==> src/design/sha_pkg.sv <==
// Shared types, constants and schedule functions for the SHA-256 stream hasher.
`timescale 1ns / 1ps
package sha_pkg;

  localparam int unsigned BlockBytes = 64;
  localparam int unsigned LenPos     = 56;
  localparam logic [7:0]  PadMark    = 8'h80;

  typedef logic [31:0] word_t;

  // Round constants.
  localparam word_t RoundConst [64] = '{
    32'h428a2f98, 32'h71374491, 32'hb5c0fbcf, 32'he9b5dba5, 32'h3956c25b, 32'h59f111f1,
    32'h923f82a4, 32'hab1c5ed5, 32'hd807aa98, 32'h12835b01, 32'h243185be, 32'h550c7dc3,
    32'h72be5d74, 32'h80deb1fe, 32'h9bdc06a7, 32'hc19bf174, 32'he49b69c1, 32'hefbe4786,
    32'h0fc19dc6, 32'h240ca1cc, 32'h2de92c6f, 32'h4a7484aa, 32'h5cb0a9dc, 32'h76f988da,
    32'h983e5152, 32'ha831c66d, 32'hb00327c8, 32'hbf597fc7, 32'hc6e00bf3, 32'hd5a79147,
    32'h06ca6351, 32'h14292967, 32'h27b70a85, 32'h2e1b2138, 32'h4d2c6dfc, 32'h53380d13,
    32'h650a7354, 32'h766a0abb, 32'h81c2c92e, 32'h92722c85, 32'ha2bfe8a1, 32'ha81a664b,
    32'hc24b8b70, 32'hc76c51a3, 32'hd192e819, 32'hd6990624, 32'hf40e3585, 32'h106aa070,
    32'h19a4c116, 32'h1e376c08, 32'h2748774c, 32'h34b0bcb5, 32'h391c0cb3, 32'h4ed8aa4a,
    32'h5b9cca4f, 32'h682e6ff3, 32'h748f82ee, 32'h78a5636f, 32'h84c87814, 32'h8cc70208,
    32'h90befffa, 32'ha4506ceb, 32'hbef9a3f7, 32'hc67178f2
  };

  localparam word_t InitChain [8] = '{
    32'h6a09e667, 32'hbb67ae85, 32'h3c6ef372, 32'ha54ff53a,
    32'h510e527f, 32'h9b05688c, 32'h1f83d9ab, 32'h5be0cd19
  };

  function automatic word_t rotr(input word_t x, input int unsigned n);
    rotr = (x >> n) | (x << (32 - n));
  endfunction

  function automatic word_t sm0(input word_t x);
    sm0 = rotr(x, 7) ^ rotr(x, 18) ^ (x >> 3);
  endfunction

  function automatic word_t sm1(input word_t x);
    sm1 = rotr(x, 17) ^ rotr(x, 19) ^ (x >> 10);
  endfunction

endpackage

==> src/design/sha_round.sv <==
// One SHA-256 round on the working variables, registered, with chain init and fold.
`timescale 1ns / 1ps
module sha_round (
  input  logic              clk_i,
  input  logic              rst_ni,
  input  logic              init_i,
  input  logic              start_i,
  input  logic              step_i,
  input  logic              fold_i,
  input  logic [5:0]        round_i,
  input  sha_pkg::word_t    w_i,
  output sha_pkg::word_t    chain_o [8]
);
  import sha_pkg::*;

  word_t st_q [8];
  word_t st_d [8];
  word_t chain_q [8];
  word_t t1, t2;

  // Round datapath.
  always_comb begin
    t1 = st_q[7] + (rotr(st_q[4], 6) ^ rotr(st_q[4], 11) ^ rotr(st_q[4], 25))
       + ((st_q[4] & st_q[5]) ^ (~st_q[4] & st_q[6])) + RoundConst[round_i] + w_i;
    t2 = (rotr(st_q[0], 2) ^ rotr(st_q[0], 13) ^ rotr(st_q[0], 22))
       + ((st_q[0] & st_q[1]) ^ (st_q[0] & st_q[2]) ^ (st_q[1] & st_q[2]));
    st_d[0] = t1 + t2;
    st_d[1] = st_q[0];
    st_d[2] = st_q[1];
    st_d[3] = st_q[2];
    st_d[4] = st_q[3] + t1;
    st_d[5] = st_q[4];
    st_d[6] = st_q[5];
    st_d[7] = st_q[6];
  end

  // Working variables.
  always_ff @(posedge clk_i) begin
    if (start_i) begin
      st_q <= chain_q;
    end else if (step_i) begin
      st_q <= st_d;
    end
  end

  // Chain value: loaded with the initial values, folded after each block.
  always_ff @(posedge clk_i or negedge rst_ni) begin
    if (!rst_ni) begin
      chain_q <= InitChain;
    end else if (init_i) begin
      chain_q <= InitChain;
    end else if (fold_i) begin
      for (int j = 0; j < 8; j++) begin
        chain_q[j] <= chain_q[j] + st_q[j];
      end
    end
  end

  assign chain_o = chain_q;

endmodule

==> src/design/sha256_stream_hasher.sv <==
// Top level of the SHA-256 stream hasher: block memory, schedule memory and sequencer.
//
// Usage: the input channel carries one beat per message byte (byte_present_i)
// with end_of_message_i on the last beat; a beat with only end_of_message_i
// closes the message with no byte. Input is taken only while the sequencer is
// idle; each byte is written to the block memory as it is taken. A full block
// of 64 bytes is compressed by a sequencer that copies it into the 16-word
// schedule memory (a read and a write step per word), then runs the 64 rounds:
// rounds 0 to 15 take a read and a round step, rounds 16 to 63 four reads
// and a round step, and a fold step ends the block; no beat is accepted
// meanwhile. A closing beat pads one byte per cycle up to the block
// end and compresses one block, or two when the length does not fit. The
// first digest beat is valid the cycle after the last fold; the four beats
// leave word 0 first, one per cycle while ready_i is high, with last_word_o
// on word 3. A stalled receiver holds the current digest beat; no input is
// taken until all four are out, then the next message starts from the
// initial chain value. Reset clears the control state and restores the chain
// to its initial value; the memories keep their contents and need no clearing.
`timescale 1ns / 1ps
module sha256_stream_hasher (
  input  logic        clk_i,
  input  logic        rst_ni,
  input  logic        valid_i,
  output logic        ready_o,
  input  logic [7:0]  data_byte_i,
  input  logic        byte_present_i,
  input  logic        end_of_message_i,
  output logic        valid_o,
  input  logic        ready_i,
  output logic [63:0] digest_word_o,
  output logic [1:0]  word_index_o,
  output logic        last_word_o
);
  import sha_pkg::*;

  localparam logic [3:0] StIdle  = 4'd0;
  localparam logic [3:0] StPad   = 4'd1;
  localparam logic [3:0] StLoadA = 4'd2;
  localparam logic [3:0] StLoadB = 4'd3;
  localparam logic [3:0] StRdA   = 4'd4;
  localparam logic [3:0] StRdB   = 4'd5;
  localparam logic [3:0] StRnd   = 4'd6;
  localparam logic [3:0] StFold  = 4'd7;
  localparam logic [3:0] StOut   = 4'd8;

  logic [3:0]  state_q, state_d;
  logic [6:0]  fill_q, fill_d;
  logic [63:0] bits_q, bits_d;
  logic [6:0]  rnd_q, rnd_d;
  logic [1:0]  sub_q, sub_d;
  logic        closing_q, closing_d;
  logic        final_q, final_d;
  logic        spill_q, spill_d;
  logic [1:0]  oidx_q, oidx_d;

  // Block memory: four byte lanes so that one big-endian word reads at once.
  logic [7:0]  bmem [4][16];
  logic        bwe;
  logic [5:0]  bwaddr;
  logic [7:0]  bwdata;
  logic [3:0]  braddr;
  logic [31:0] brdata_q;

  // Schedule memory.
  word_t       wmem [16];
  logic        wwe;
  logic [3:0]  wwaddr, wraddr;
  word_t       wwdata, wrdata_q;

  word_t       w15_q, w16_q, wsum_q, wr;
  word_t       chain [8];
  logic        rd_init, rd_start, rd_step, rd_fold;
  logic        in_acc, out_acc;

  always_ff @(posedge clk_i) begin
    if (bwe) begin
      bmem[bwaddr[1:0]][bwaddr[5:2]] <= bwdata;
    end
    brdata_q <= {bmem[0][braddr], bmem[1][braddr], bmem[2][braddr], bmem[3][braddr]};
  end

  always_ff @(posedge clk_i) begin
    if (wwe) begin
      wmem[wwaddr] <= wwdata;
    end
    wrdata_q <= wmem[wraddr];
  end

  sha_round u_round (
    .clk_i   (clk_i),
    .rst_ni  (rst_ni),
    .init_i  (rd_init),
    .start_i (rd_start),
    .step_i  (rd_step),
    .fold_i  (rd_fold),
    .round_i (rnd_q[5:0]),
    .w_i     (wr),
    .chain_o (chain)
  );

  assign in_acc  = valid_i && ready_o;
  assign out_acc = valid_o && ready_i;
  assign ready_o = (state_q == StIdle);
  assign valid_o = (state_q == StOut);

  // Schedule word of the current round; the last operand comes straight from the read port.
  assign wr = (rnd_q < 7'd16) ? wrdata_q : (wsum_q + sm1(wrdata_q));

  // Operand registers filled from the schedule memory read port.
  always_ff @(posedge clk_i) begin
    if (state_q == StRdB) begin
      case (sub_q)
        2'd0:    w16_q  <= wrdata_q;
        2'd1:    w15_q  <= wrdata_q;
        default: wsum_q <= w16_q + sm0(w15_q) + wrdata_q;
      endcase
    end
  end

  // Sequencer.
  always_comb begin
    state_d = state_q; fill_d = fill_q; bits_d = bits_q; rnd_d = rnd_q;
    sub_d = sub_q; closing_d = closing_q; final_d = final_q; spill_d = spill_q;
    oidx_d = oidx_q;
    bwe = 1'b0; bwaddr = fill_q[5:0]; bwdata = data_byte_i;
    braddr = rnd_q[3:0];
    wwe = 1'b0; wwaddr = rnd_q[3:0]; wwdata = wr; wraddr = rnd_q[3:0];
    rd_init = 1'b0; rd_start = 1'b0; rd_step = 1'b0; rd_fold = 1'b0;
    case (state_q)
      StIdle: begin
        if (in_acc) begin
          closing_d = end_of_message_i;
          if (byte_present_i) begin
            bwe = 1'b1;
            fill_d = fill_q + 7'd1;
            bits_d = bits_q + 64'd8;
            if (fill_q == 7'd63) begin
              fill_d = 7'd0; rnd_d = 7'd0; state_d = StLoadA;
            end else if (end_of_message_i) begin
              state_d = StPad;
            end
          end else if (end_of_message_i) begin
            state_d = StPad;
          end
        end
      end
      // Pad byte per cycle: mark, zeros, then length bytes. A mark at or past the
      // length slot ends its block with zeros, before a separate length block.
      StPad: begin
        bwe = 1'b1;
        fill_d = fill_q + 7'd1;
        if (!final_q) begin
          bwdata = PadMark; final_d = 1'b1;
          spill_d = (fill_q >= 7'(LenPos));
        end else if (fill_q < 7'(LenPos) || spill_q) begin
          bwdata = 8'd0;
        end else begin
          bwdata = bits_q[{~fill_q[2:0], 3'b111} -: 8];
        end
        if (fill_q == 7'd63) begin
          fill_d = 7'd0; rnd_d = 7'd0; state_d = StLoadA;
          spill_d = 1'b0;
          if (final_q && !spill_q) begin
            closing_d = 1'b0;
          end
        end
      end
      // Copy the block into the schedule memory, one word per read and write state.
      StLoadA: begin
        braddr = rnd_q[3:0];
        state_d = StLoadB;
      end
      StLoadB: begin
        wwe = 1'b1; wwaddr = rnd_q[3:0]; wwdata = brdata_q;
        if (rnd_q == 7'd15) begin
          rnd_d = 7'd0; rd_start = 1'b1; state_d = StRdA;
        end else begin
          rnd_d = rnd_q + 7'd1; state_d = StLoadA;
        end
      end
      StRdA: begin
        wraddr = rnd_q[3:0];
        sub_d = 2'd0;
        state_d = (rnd_q < 7'd16) ? StRnd : StRdB;
      end
      StRdB: begin
        case (sub_q)
          2'd0:    wraddr = rnd_q[3:0] - 4'd15;
          2'd1:    wraddr = rnd_q[3:0] - 4'd7;
          default: wraddr = rnd_q[3:0] - 4'd2;
        endcase
        sub_d = sub_q + 2'd1;
        if (sub_q == 2'd2) begin
          state_d = StRnd;
        end
      end
      StRnd: begin
        rd_step = 1'b1;
        wwe = 1'b1; wwaddr = rnd_q[3:0]; wwdata = wr;
        sub_d = 2'd0;
        if (rnd_q == 7'd63) begin
          state_d = StFold;
        end else begin
          rnd_d = rnd_q + 7'd1;
          state_d = StRdA;
        end
      end
      // After the fold: more padding, the digest, or back to taking bytes.
      StFold: begin
        rd_fold = 1'b1;
        rnd_d = 7'd0;
        if (closing_q) begin
          state_d = StPad;
        end else if (final_q) begin
          state_d = StOut; oidx_d = 2'd0;
        end else begin
          state_d = StIdle;
        end
      end
      StOut: begin
        if (out_acc) begin
          oidx_d = oidx_q + 2'd1;
          if (oidx_q == 2'd3) begin
            state_d = StIdle; rd_init = 1'b1; fill_d = 7'd0; bits_d = '0;
            final_d = 1'b0; closing_d = 1'b0; spill_d = 1'b0;
          end
        end
      end
      default: state_d = StIdle;
    endcase
  end

  always_ff @(posedge clk_i or negedge rst_ni) begin
    if (!rst_ni) begin
      state_q <= StIdle; fill_q <= '0; bits_q <= '0; rnd_q <= '0; sub_q <= '0;
      closing_q <= 1'b0; final_q <= 1'b0; spill_q <= 1'b0; oidx_q <= '0;
    end else begin
      state_q <= state_d; fill_q <= fill_d; bits_q <= bits_d; rnd_q <= rnd_d;
      sub_q <= sub_d; closing_q <= closing_d; final_q <= final_d; spill_q <= spill_d;
      oidx_q <= oidx_d;
    end
  end

  assign digest_word_o = {chain[{oidx_q, 1'b0}], chain[{oidx_q, 1'b1}]};
  assign word_index_o  = oidx_q;
  assign last_word_o   = (oidx_q == 2'd3);

  // Checks on the sequencer.
  a_no_in_busy: assert property (@(posedge clk_i) disable iff (!rst_ni)
    state_q != StIdle |-> !ready_o) else $error("input taken while busy");
  a_fill_rng: assert property (@(posedge clk_i) disable iff (!rst_ni)
    fill_q <= 7'd63) else $error("fill count out of range");
  a_out_idle: assert property (@(posedge clk_i) disable iff (!rst_ni)
    valid_o && ready_i && last_word_o |=> ready_o) else $error("no return to idle");
  a_rnd_rng: assert property (@(posedge clk_i) disable iff (!rst_ni)
    state_q == StRnd |-> rnd_q <= 7'd63) else $error("round index out of range");

endmodule

==> config.mk <==
export PLATFORM = sky130hd
export DESIGN_NAME = sha256_stream_hasher
export DESIGN_NICKNAME = d
export VERILOG_FILES = /design/src/design/sha_pkg.sv /design/src/design/sha_round.sv /design/src/design/sha256_stream_hasher.sv
export SDC_FILE = /design/constraint.sdc
export NUM_CORES = 2
export LEC_CHECK = 0
export BUFFER_PORTS_ARGS = -buffer_cell sky130_fd_sc_hd__buf_4
export CAP_MARGIN = 20
export CORE_ASPECT_RATIO = 1.2
export CORE_MARGIN = 2
export CORE_UTILIZATION = 40
export DETAILED_ROUTE_END_ITERATION = 10
export MAX_ROUTING_LAYER = met4
export PLACE_DENSITY_LB_ADDON = 0.05
export SLEW_MARGIN = 20
export SYNTH_ARGS = -nofsm -noshare
export SYNTH_HDL_FRONTEND = slang
export SYNTH_SLANG_ARGS = --single-unit
export TNS_END_PERCENT = 5
==> constraint.sdc <==
create_clock -name clk_i -period 50.1 [get_ports clk_i]
set_input_delay 10.02 -clock clk_i [delete_from_list [all_inputs] [get_ports clk_i]]
set_output_delay 10.02 -clock clk_i [all_outputs]
set_load 0.02 [all_outputs]
-- Yosys cells after proc, flatten, opt, wreduce, memory -nomap -nowiden
Memory sizes are Yosys's and may differ from the RTL's. A register that Yosys moved wholly into a read port is not among the register bits.
Index checks and enable logic that the tools add are counted.
- memories: 3
- RAM bits: 1024
- logic and storage cells: 251
- bits in read-only memories: 2048
- bits of input ports: 14
- bits in registers: 729
- output and inout bits: 69
- memories (name ; depth ; bits a word ; rd ports ; clocked after memory_dff ; write ports ; RTL line ; source):
    (name not given) ; 64 ; 32 ; 1 ; 0 ; 0 ; sha_round.sv:24 ; + ((st_q[4] & st_q[5]) ^ (~st_q[4] & st_q[6])) + RoundConst[round_i] + w_i;
    bmem ; 4 ; 128 ; 4 ; 0 ; 1 ; sha256_stream_hasher.sv:57 ; logic [7:0] bmem [4][16];
    wmem ; 16 ; 32 ; 1 ; 1 ; 1 ; sha256_stream_hasher.sv:65 ; word_t wmem [16];
- magnitude comparators: 9
- $add $sub $neg: 26
- muxes and demuxes: 94
- reductions and logical operators: 30
- shift-type cells: 1
- equality and inequality tests: 25
- bitwise operators: 34
- operators with widths (cell ; number):
    $mux 256 ; 4
    $add 32x32->32 ; 18
    $xor 32x32->32 ; 9
    $mux 32 ; 8
    $mux 64 ; 4
    $bmux 32 s3 ; 2
    $and 32x32->32 ; 5
    $bmux 8 s4 ; 4
    $mux 128 ; 1
    $pmux 64 s2 ; 1
    $mux 8 ; 12
    $shiftx 71x7->8 ; 1
    $mux 7 ; 10
    $add 64x4->64 const B ; 1
    $mux 4 ; 11
    $pmux 4 s9 ; 1
    $pmux 7 s5 ; 1
    $demux 8 s4 ; 1
    $not 32->32 ; 1
    $or 10x32->32 ; 1
    $or 13x32->32 ; 1
    $or 14x32->32 ; 1
    $or 15x32->32 ; 1
    $or 19x32->32 ; 1
    57 further kinds ; 119

-- Logic depth before layout (Yosys ltp)
- word-level depth: 10
- depth in mapped cells: 43
- gate-level depth less buffers: 40

-- Hierarchy
A second synthesis with hierarchy kept.
- cells, all modules: 7900
- area total of the unflattened synthesis: 99860.8 um^2
- by module, submodules not included (module ; area each (um^2) ; seq. area each (um^2) ; times used ; cells an instance):
    sha256_stream_hasher ; 55644.6 ; 37065.5 ; 1 ; 3175
    sha_round ; 44216.2 ; 14263.7 ; 1 ; 4725

-- Worst setup path after synthesis
OpenSTA, ideal clock, no wires.
- kind: register to register
- start: reg state_q[1]
- end: reg u_round.st_q, in the netlist u_round.st_d[0] (enable)
- period minus slack after synthesis: 19856 ps
- buffers on the path: 2
- data required time: 48873 ps
- path slack: 30244 ps
- arrival: 18629 ps
- stages on the path, launching flop included: 5
- setup time: 1227 ps
- path through: dfrtp_1 buf_6 clkbuf_1 nand2_1 o21ai_0
- cells in the longest elaborated chain, start to end: 3
- elaborated cells between the ends (all ways): 5
- classes of those cells: eq/ne: 2; mux: 2; reduce/logical: 1
- RTL lines (element ; RTL line ; source):
    from (decl) ; sha256_stream_hasher.sv:46 ; logic [3:0] state_q, state_d;
    from (signal assigned) ; sha256_stream_hasher.sv:238 ; state_q <= state_d; fill_q <= fill_d; bits_q <= bits_d; rnd_q <= rnd_d;
    $eq 4x2->1 / $eq 4x3->1 (equally long branches) ; sha256_stream_hasher.sv:129 ; case (state_q)
    $mux 1 ; sha256_stream_hasher.sv:129 ;
    $reduce_bool 2->1 (no line) (*) ; -- ;
    to (signal assigned) ; sha_round.sv:40 ; st_q <= chain_q;
    to (signal assigned) ; sha_round.sv:42 ; st_q <= st_d;
    to (decl) ; sha_round.sv:16 ; word_t st_q [8];
Every way passes the cells marked *; elsewhere a longest branch is shown, timed or not.
A chain may end at the register's enable or synchronous reset.

-- Worst setup path after layout
- start: reg oidx_q[0] (netlist: word_index_o[0])
- end: out digest_word_o[9]
- cells in the longest elaborated chain, start to end: 4
- RTL lines (element ; RTL line ; source):
    from (decl) ; sha256_stream_hasher.sv:54 ; logic [1:0] oidx_q, oidx_d;
    from (signal assigned) ; sha256_stream_hasher.sv:240 ; oidx_q <= oidx_d;
    $not 3->4 (not written as such) ; sha256_stream_hasher.sv:244 ; assign digest_word_o = {chain[{oidx_q, 1'b0}], chain[{oidx_q, 1'b1}]};
    $bmux 32 s3 ; sha256_stream_hasher.sv:244 ;
    $mux 32 (not written as such) (2 in a row) ; sha256_stream_hasher.sv:244 ;
    to (decl) ; sha256_stream_hasher.sv:30 ; output logic [63:0] digest_word_o,
No other way between the ends. The select of a mux whose other input is x is not followed.

==> impl_metrics.env <==
export IMPL_status="finished clean"
export IMPL_drt_initial_drc_count=5076
export IMPL_track_usage=0.267
export IMPL_clockBufferDepth=4
export IMPL_max_slew_margin=0.193
export IMPL_die_x_um=457
export IMPL_postSynthCellCount=8220
export IMPL_grt_overflow_total=0
export IMPL_synth_warnings=0
export IMPL_yosysTopAreaCell="edfxtp_1"
export IMPL_drc=0
export IMPL_vias=66200
export IMPL_synth_seq_cells=1782
export IMPL_areaGrowthSynthToFinish_pct=11.4
export IMPL_synth_top_area_frac=0.419
export IMPL_cts_tree="built"
export IMPL_cts_root_buf="clkbuf_16"
export IMPL_clock_sinks=1782
export IMPL_drt_antenna_violating_nets=0
export IMPL_setup_viol=0
export IMPL_cp_end_kind="output pin"
export IMPL_final_max_slew_viol_count=0
export IMPL_post_route_period_util=0.272
export IMPL_grt_pass1_vias=67900
export IMPL_post_drt_wl_per_cell_um=28.2
export IMPL_nets=8884
export IMPL_grt_setup_unrepaired="no"
export IMPL_clk_pin_slew_ns=0.06
export IMPL_synthesis_nets=8830
export IMPL_drt_first_pass_iters=5
export IMPL_cts_setup_buffers=0
export IMPL_fillCellCount=22400
export IMPL_tightest_slew_ns=1.20
export IMPL_die_h_um=548
export IMPL_power_density_nw_per_um2=81.0
export IMPL_io_buffer_count=82
export IMPL_startpoint_type="register"
export IMPL_crit_arrival_ns=3.59
export IMPL_netlist_area_um2=98600
export IMPL_max_vdd_ir_drop_mv=0.0578
export IMPL_htree_levels=4
export IMPL_insertion_delay_ns=0.89
export IMPL_fin_crit_ns=13.61
export IMPL_async_reset_ff_frac=0.192
export IMPL_p_total_mw=8.90
export IMPL_synth_yosys_seq_area_share=0.521
export IMPL_grt_first_pass_wirelength_um=475000
export IMPL_cp_max_fo=42
export IMPL_hold_viol=0
export IMPL_required_ns=40.08
export IMPL_hp_class="reg -> reg"
export IMPL_gp_congestion=0.932
export IMPL_fin_util=0.448
export IMPL_rows=199
export IMPL_fin_worst_skew_ns=0.0809
export IMPL_drive_gt1_frac=0.141
export IMPL_tns_ns=0
export IMPL_multiInputGateArea_um2=44500
export IMPL_ys_flop_type="edfxtp_1"
export IMPL_synth_edf_count=1376
export IMPL_wirelength_um=328000
export IMPL_cts_hold_buf=0
export IMPL_io_pins=83
export IMPL_fmax_mhz=73.5
export IMPL_critPathKind="reg -> out"
export IMPL_syn_area_per_cell_um2=12.0
export IMPL_antenna_found_initial=5
export IMPL_coreArea_um2=245000
export IMPL_ys_types=98
export IMPL_initial_core_util=0.402
export IMPL_regArea_um2=51300
export IMPL_cts_repair_resized=0
export IMPL_synth_area_top_cells="edfxtp_1, mux4_2, ha_1, dfrtp_1, nand2_1"
export IMPL_numCtsBuffers=201
export IMPL_grt_max_degree=157
export IMPL_hpwlAfterDp_um=230000
export IMPL_p_leak_nw=41.6
export IMPL_viasPerCell=5.68
export IMPL_maxCapViolations=0
export IMPL_die_area_um2=251000
==> stage by stage <==
| stage | hold slack, ns | instances | worst slack, ns | instance area (um^2) |
|---|---|---|---|---|
| finish | 0.527 | 11700 | 36.49 | 110000 |
| global route | 0.550 | 11700 | 36.31 | 110000 |
| global placement | 0.513 | 11300 | 36.94 | 103000 |
| detailed placement | 0.515 | 11300 | 36.91 | 103000 |
| CTS | 0.527 | 11700 | 36.36 | 110000 |
| floorplan | 0.424 | 8220 | 30.24 | 98600 |
==> layer usage <==
layer / wire (um) / share of wire / GRT usage / up-vias
li1: - / - / - / 30200
met1: 134000 / 0.41 / 0.323 / 33800
met2: 167000 / 0.51 / 0.460 / 1623
met3: 12000 / 0.037 / 0.0231 / 525
met4: 15000 / 0.046 / 0.110 / 0
met5: 0 / 0 / - / -
==> synth_stat cells, types with 79 or more instances <==
cell and number:
a211oi_1 80, dfrtp_1 206, a21oi_1 550, xor2_1 265, buf_1 84, xnor2_1 382
mux2i_1 79, clkbuf_1 306, inv_1 407, fa_1 166, nor2_1 488, nand3_1 174
a21o_1 186, mux4_2 372, nand2_1 979, nor3_1 123, edfxtp_1 1376, ha_1 430
nor2b_1 90, o21ai_0 478, dfstp_2 136
==> registers in the layout (all words and copies together) (netlist names), 2 cells and up <==
name / count
u_round.chain_o: 256
bmem: 512
u_round.st_d: 192
state_q: 4
wrdata_q: 32
sub_q: 2
bits_q: 61
wsum_q: 32
word_index_o: 2
w15_q: 32
w16_q: 32
wmem: 512
rnd_q: 7
fill_q: 7
brdata_q: 32
u_round.st_q: 64
==> final cells by class <==
| type | count | share of cell area |
|---|---|---|
| diodes | 2 | 0.0000456 |
| flip-flops and latches | 1782 | 0.467 |
| clock buffers | 271 | 0.0510 |
| repair buffers | 254 | 0.0184 |
| inverters | 411 | 0.0140 |
| well taps | 3216 | 0.0366 |
| multi-input cells | 5624 | 0.405 |
| clock inverters | 94 | 0.00722 |
==> cells by family after synthesis <==
logic type	Yosys count	synth area share
xor gates and xnor gates	647	0.0575
adders and majority gates	622	0.0909
DFF	1782	0.521
and+or+nand+nor	2161	0.0972
buffers and inverters	814	0.0312
AOI/OAI and AO/OA	1729	0.108
muxes	465	0.0946
==> layout by cell type (no fill, tap or decap), types with 166 or more instances in the layout <==
cell          n
nand3_1     171
a21o_1      186
a21oi_1     542
nor2_1      481
nand2_1     977
o21ai_0     458
edfxtp_1   1376
ha_1        430
buf_4       244
fa_1        166
dfrtp_1     200
clkbuf_16   202
inv_1       407
xor2_1      265
xnor2_1     381
mux4_2      372
==> path summary, 6_finish.rpt <==
path / depth (start not counted) / end / from / slack (ns)
max reg2reg: 31 / u_round.st_d[222] / rnd_q[2] / 38.31
max: 3 / digest_word_o[9] / word_index_o[0] / 36.49
max in group asynchronous: 2 / rnd_q[1] / rst_ni / 39.46
min reg2reg: 2 / u_round.chain_o[237] / u_round.chain_o[237] / 0.53
min: 2 / u_round.chain_o[237] / u_round.chain_o[237] / 0.53
min in group asynchronous: 1 / u_round.chain_o[162] / rst_ni / 9.14
==> worst max-delay path, cell delays in order (launching register included) <==
cell and delay [ns]:
dfrtp_4 1.00, buf_4 0.65, mux4_2 0.64, buf_4 0.19
==> where the power goes <==
part	switching [mW]	total, mW	leakage [nW]	internal [mW]
Combinational	3.07	5.16	21.5	2.08
Clock	0.631	1.47	3.14	0.835
Sequential	0.217	2.28	16.9	2.06
Total	3.92	8.90	41.6	4.98
(Power assumes the default switching activity.)
